===== config.mk =====
export PLATFORM = sky130hd
export DESIGN_NAME = bfa_ctrl
export DESIGN_NICKNAME = d
export VERILOG_FILES = /design/src/sv/bfa_pkg.sv /design/src/sv/bfa_ctrl.sv
export SDC_FILE = /design/constraint.sdc
export NUM_CORES = 1
export LEC_CHECK = 0
export ABC_AREA = 1
export BUFFER_PORTS_ARGS = -buffer_cell sky130_fd_sc_hd__buf_2
export CAP_MARGIN = 40
export CORE_AREA = 3 3 40 42
export DETAILED_ROUTE_END_ITERATION = 8
export DIE_AREA = 0 0 43 45
export SYNTH_ARGS = -nofsm -noshare
export SYNTH_HDL_FRONTEND = slang
export SYNTH_SLANG_ARGS = --single-unit

===== constraint.sdc =====
create_clock -name clock -period 1.6 [get_ports clock]
set_input_delay 0.32 -clock clock [delete_from_list [all_inputs] [get_ports clock]]
set_output_delay 0.32 -clock clock [all_outputs]
set_load 0.005 [all_outputs]

===== src/sv/bfa_pkg.sv =====
// ----------------------------------------------------------------------------
// bfa_pkg
// Shared constants and controller/datapath command and status types for the
// best-fit block allocator.
// ----------------------------------------------------------------------------
package bfa_pkg;

   localparam int MAX_BLOCKS   = 64;
   localparam int IDX_W        = $clog2(MAX_BLOCKS);
   localparam logic [31:0] HEADER_BYTES = 32'd40;
   localparam logic [33:0] SPLIT_SLACK  = 34'd8;
   localparam logic [31:0] INT_MAX_VAL  = 32'h7FFF_FFFF;
   localparam logic [31:0] HEAP_LIMIT_RESET = 32'd1048576;

   localparam logic [1:0] ST_OK      = 2'd0;
   localparam logic [1:0] ST_DOUBLE  = 2'd1;
   localparam logic [1:0] ST_NO_ROOM = 2'd2;
   localparam logic [1:0] ST_UNKNOWN = 2'd3;

   localparam logic KIND_ALLOC = 1'b0;
   localparam logic KIND_FREE  = 1'b1;

   localparam logic [0:0] REG_HEAP_LIMIT = 1'b0;

   // controller to datapath
   typedef struct packed {
      logic load;      // capture request
      logic scan;      // examine entry at scan index
      logic finish;    // apply update and build result
   } bfa_cmd_type;

   // datapath to controller
   typedef struct packed {
      logic scan_last; // compare index at last entry
      logic found;     // free scan hit, stop early
   } bfa_sts_type;

endpackage


===== src/sv/bfa_ctrl.sv =====
// ----------------------------------------------------------------------------
// bfa_ctrl
// Sequencer: accept a transaction, step the table scan, apply the update and
// hold the result until taken.
// ----------------------------------------------------------------------------
module bfa_ctrl import bfa_pkg::*; (
   input  logic        clock,
   input  logic        reset,
   input  logic        req_valid,
   output logic        req_ready,
   output logic        rsp_valid,
   input  logic        rsp_ready,
   input  bfa_sts_type sts,
   output bfa_cmd_type cmd
);

   localparam logic [1:0] S_IDLE = 2'd0;
   localparam logic [1:0] S_SCAN = 2'd1;
   localparam logic [1:0] S_DONE = 2'd2;

   logic [1:0] state_ff, state_in;
   logic       rsp_valid_ff, rsp_valid_in;

   // next state
   always_comb begin
      state_in     = state_ff;
      rsp_valid_in = rsp_valid_ff;
      cmd          = '0;
      if (rsp_valid_ff && rsp_ready) begin
         rsp_valid_in = 1'b0;
      end
      unique case (state_ff)
         S_IDLE: begin
            if (req_valid) begin
               cmd.load = 1'b1;
               state_in = S_SCAN;
            end
         end
         S_SCAN: begin
            cmd.scan = 1'b1;
            if (sts.scan_last || sts.found) begin
               state_in = S_DONE;
            end
         end
         S_DONE: begin
            if (!rsp_valid_ff || rsp_ready) begin
               cmd.finish   = 1'b1;
               rsp_valid_in = 1'b1;
               state_in     = S_IDLE;
            end
         end
         default: state_in = S_IDLE;
      endcase
   end

   assign req_ready = (state_ff == S_IDLE);
   assign rsp_valid = rsp_valid_ff;

   always_ff @(posedge clock) begin
      if (reset) begin
         state_ff     <= S_IDLE;
         rsp_valid_ff <= 1'b0;
      end else begin
         state_ff     <= state_in;
         rsp_valid_ff <= rsp_valid_in;
      end
   end

`ifndef ASSERT_OFF
   a_scan_after_load: assert property (@(posedge clock) disable iff (reset)
      cmd.load |=> state_ff == S_SCAN)
      else $error("load not followed by scan");
   a_finish_room: assert property (@(posedge clock) disable iff (reset)
      cmd.finish |-> (!rsp_valid_ff || rsp_ready))
      else $error("result overwritten");
   a_ready_idle: assert property (@(posedge clock) disable iff (reset)
      cmd.finish |=> rsp_valid_ff)
      else $error("finish without result");
`endif

endmodule


# After elaboration in Yosys (flattened, before gate mapping)
# Index checks and enable logic that the tools add are counted.
# classes
n_eq_ne	5
n_mux	12
reduce_logical	6
# ops
op	count
1-bit two-way mux	8
2-bit two-way mux	3
2-bit != test, second input constant	3
2-bit case mux with 3 select lines	1
3-bit AND reduction	1
2-bit by 1-bit equality test with 1-bit output, second input constant	1
2-bit equality test, second input constant	1
2-bit zero test	1
1-bit logical OR	2
1-bit logical AND	1
1-bit zero test	1
# word_totals
register_bits	3
input_bits	6

# Longest topological paths before layout
# logic_depth
word_depth	4
depth_mapped	5

# Worst setup path before layout
# Ideal clock, no wire load.
# synth_path
kind	register to output
startpoint	reg state_ff[1]
endpoint	out cmd[0] (netlist name)
t_arrival_ns	0.622
t_required_ns	1.280
path_slack_ns	0.658
path_stages_with_launch	3
path_buffers	0
cell_sequence	dfxtp_1 > nand2_2 > a21oi_1
# synth_rtl
item	line_no	rtl
start: declaration	bfa_ctrl.sv:21	logic [1:0] state_ff, state_in;
start signal: assignment	bfa_ctrl.sv:64	state_ff <= state_in;
end: declaration	bfa_ctrl.sv:14	output bfa_cmd_type cmd

==> summary.md <==
| Metric | Value |
|---|---|
| # setup viols final | `0` |
| Tcrit/Tclk final | `0.799` |
| CP Data Required Time | `1.28 ns` |
| Final WL | `369 um` |
| Minimum clock period | `1.28 ns` |
| RSZ-0062 raised after global routing | `no` |
| Endpoint arrival time on the critical path | `0.96 ns` |
| Tightest Pin Transition | `0.190 ns` |
| Starting Density | `0.123` |
| Share of cells above drive strength 1 | `0.486` |
| Reg2Reg Capture Point | `state_ff[1]$_SDFFE_PP0P_` |
| Root Buffer | `clkbuf_4` |
| Die Height | `45 um` |
| Antenna-violating nets left | `0` |
| Initial drt markers | `2` |
| Final setup skew | `0.000430 ns` |
| Hold buffer count at CTS | `0` |
| Final hold violation count | `0` |
| Final core occ | `0.197` |
| Register bit total from synthesis | `3` |
| Total power | `246 uW` |
| Syn_area_per_cell | `6.85 um^2` |
| Worst slew margin | `0.873` |
| Total congestion overflow | `0` |
| CORE AREA | `1280 um^2` |
| Hold Path Cell Cnt | `2` |
| Worst-path clk slew | `0.04 ns` |
| Largest net degree at the start of global routing | `4` |
| Startpoint Class | `flop` |
| Worst skew pair latency | `0.23 ns` |
| Slowest stage cell, crit path | `dfxtp_1` |
| CTS tree | `done` |
| Number of global-route vias before repair | `165` |
| Cell area after synthesis | `158 um^2` |
| Worst r2r src | `state_ff[1]$_SDFFE_PP0P_` |
| Fmax | `782 MHz` |
| VDD IR max | `124 uV` |
| Kind of critical path | `reg2out` |
| Flop2flop setup slack | `0.77 ns` |
| CTS Buf Count | `3` |
| Total GRT Usage | `0.0416` |
| Hold crit path type | `in2reg` |
| Clk sink count | `3` |
| Routed vias | `176` |
| Initial antenna violation count | `0` |
| Endpoint, Worst Hold | `state_ff[0]$_SDFFE_PP0P_` |
| Leakage power | `0.137 nW` |
| Setup_tns | `0 ns` |
| Top cell type's share of synthesized area | `0.381` |
| Hold path start | `reset` |
| Top cells by area, synth | `dfxtp_1, inv_1, a21oi_1, nand2_1, nor2_2` |
| Antenna cells | `0` |
| Syn Nets | `29` |
| Outcome | `completed` |
| H-tree depth | `1` |
| Worst-path cell chain | `nand2_2 -> a21oi_1 -> buf_2` |
| DRC errors left | `0` |
| WL met2 | `199 um` |
| Sequential fraction of the synthesis area | `0.381` |
| Area Growth Syn to Fin | `60.3%` |
| Yosys warnings | `0` |
| Final Wtd Congestion | `0.635` |
| Met3 WL | `25 um` |
| Buffers on Ports | `10` |
| Number of distinct library cells after synthesis | `11` |
| Die Footprint | `1940 um^2` |
| Top Family by Delay on Critical Path | `flip-flops` |
| Max incr delay on CP | `0.41 ns` |
| First-pass GRT wire length | `531 um` |
| Max-slew violation count | `0` |
| Vias per cell | `3.38` |
| NumNets Final | `44` |
| Highest routed layer | `met3` |
| Pwr per Cell Area | `972 nW/um^2` |
| Max Root-Sink Buffers | `2` |
| Worst path bufs/invs | `1` |
| FP Rows | `13` |
| Max Cap Viol | `0` |
| Cells on worst reg2reg path | `4` |
| Detailed placement HPWL | `298 um` |
| Post-CTS Resized | `0` |
| Crit. End Element | `primary output` |
| Wire length on met1 | `144 um` |
| CP Max Fanout | `3` |
| Gate Count Post-Synth | `23` |
| Largest area contributor in the netlist | `dfxtp_1` |
| Detailed-router iteration count before antenna repair | `2` |
| Boundary Pins | `11` |
| Filler Cells Inserted | `150` |
| Post-CTS Setup Inserts | `0` |
| Wire per inst | `7.10 um` |
| Die width | `43 um` |
## Yosys cell counts
master / count
inv_1: 5
dfxtp_1: 3
nor2_4: 1
a31oi_1: 1
nor2_2: 2
nor2_1: 1
nand3_1: 1
inv_2: 1
nand2_1: 4
nand2_2: 1
a21oi_1: 3
## per-stage QoR
stage / setup slack [ns] / instance area [um^2] / instances / hold WS (ns)
floorplan: 0.658 / 158 / 23 / 0.389
global placement: 0.563 / 226 / 48 / 0.512
detailed placement: 0.552 / 226 / 48 / 0.504
CTS: 0.307 / 253 / 52 / 0.275
global route: 0.266 / 253 / 52 / 0.284
finish: 0.321 / 253 / 52 / 0.280
## sequential cells by signal (all words and copies together), names as in the netlist
register / flops
rsp_valid: 1
state_ff: 2
## power by group
group / internal [mW] / switching, mW
combinational: 0.0161 / 0.0172
sequential: 0.0785 / 0.00290
clock: 0.0933 / 0.0375
total: 0.188 / 0.0577
## how the worst max path moves through the flow
stage | from | end | slack (ns) | depth (start not counted)
5_1_grt | state_ff[1]$_SDFFE_PP0P_ | cmd[0] | 0.27 | 3
4_1_cts | state_ff[1]$_SDFFE_PP0P_ | cmd[0] | 0.31 | 3
3_5_place_dp | state_ff[1]$_SDFFE_PP0P_ | cmd[0] | 0.55 | 3
3_3_place_gp | state_ff[1]$_SDFFE_PP0P_ | cmd[0] | 0.56 | 3
6_report | state_ff[1]$_SDFFE_PP0P_ | cmd[0] | 0.32 | 3
2_1_floorplan | state_ff[1]$_SDFFE_PP0P_ | cmd[0] | 0.66 | 2
## cell families after synthesis
family / count (synthesis) / share of synthesized area
AOI/OAI and AO/OA: 4 / 0.135
and+or+nand+nor: 10 / 0.341
buffers and inverters: 6 / 0.143
DFF: 3 / 0.381
## cells in the final DEF (no fill, tap or decap)
cell / instances
buf_2: 10
inv_1: 5
nand2_1: 4
a21oi_1: 3
clkbuf_4: 3
dfxtp_1: 3
nor2_2: 2
inv_2: 1
nor2_4: 1
nand2_2: 1
a31oi_1: 1
nor2_1: 1
nand3_1: 1
clkbuf_1: 1
## routing by layer
layer	up-vias	track usage
met5	-	0
met4	0	0.0723
met3	0	0.0120
met2	5	0.0629
met1	73	0.0337
li1	98	-
## cell type report
class                           count  area (um^2)  share of cell area
Sequential cell                     3         60.1               0.238
Tap cell                           15         18.8              0.0743
Multi-Input combinational cell     14         75.1               0.297
Timing Repair Buffer               10         50.0               0.198
Inverter                            6         22.5              0.0891
Clock buffer                        4         26.3               0.104
(Power assumes the default switching activity.)
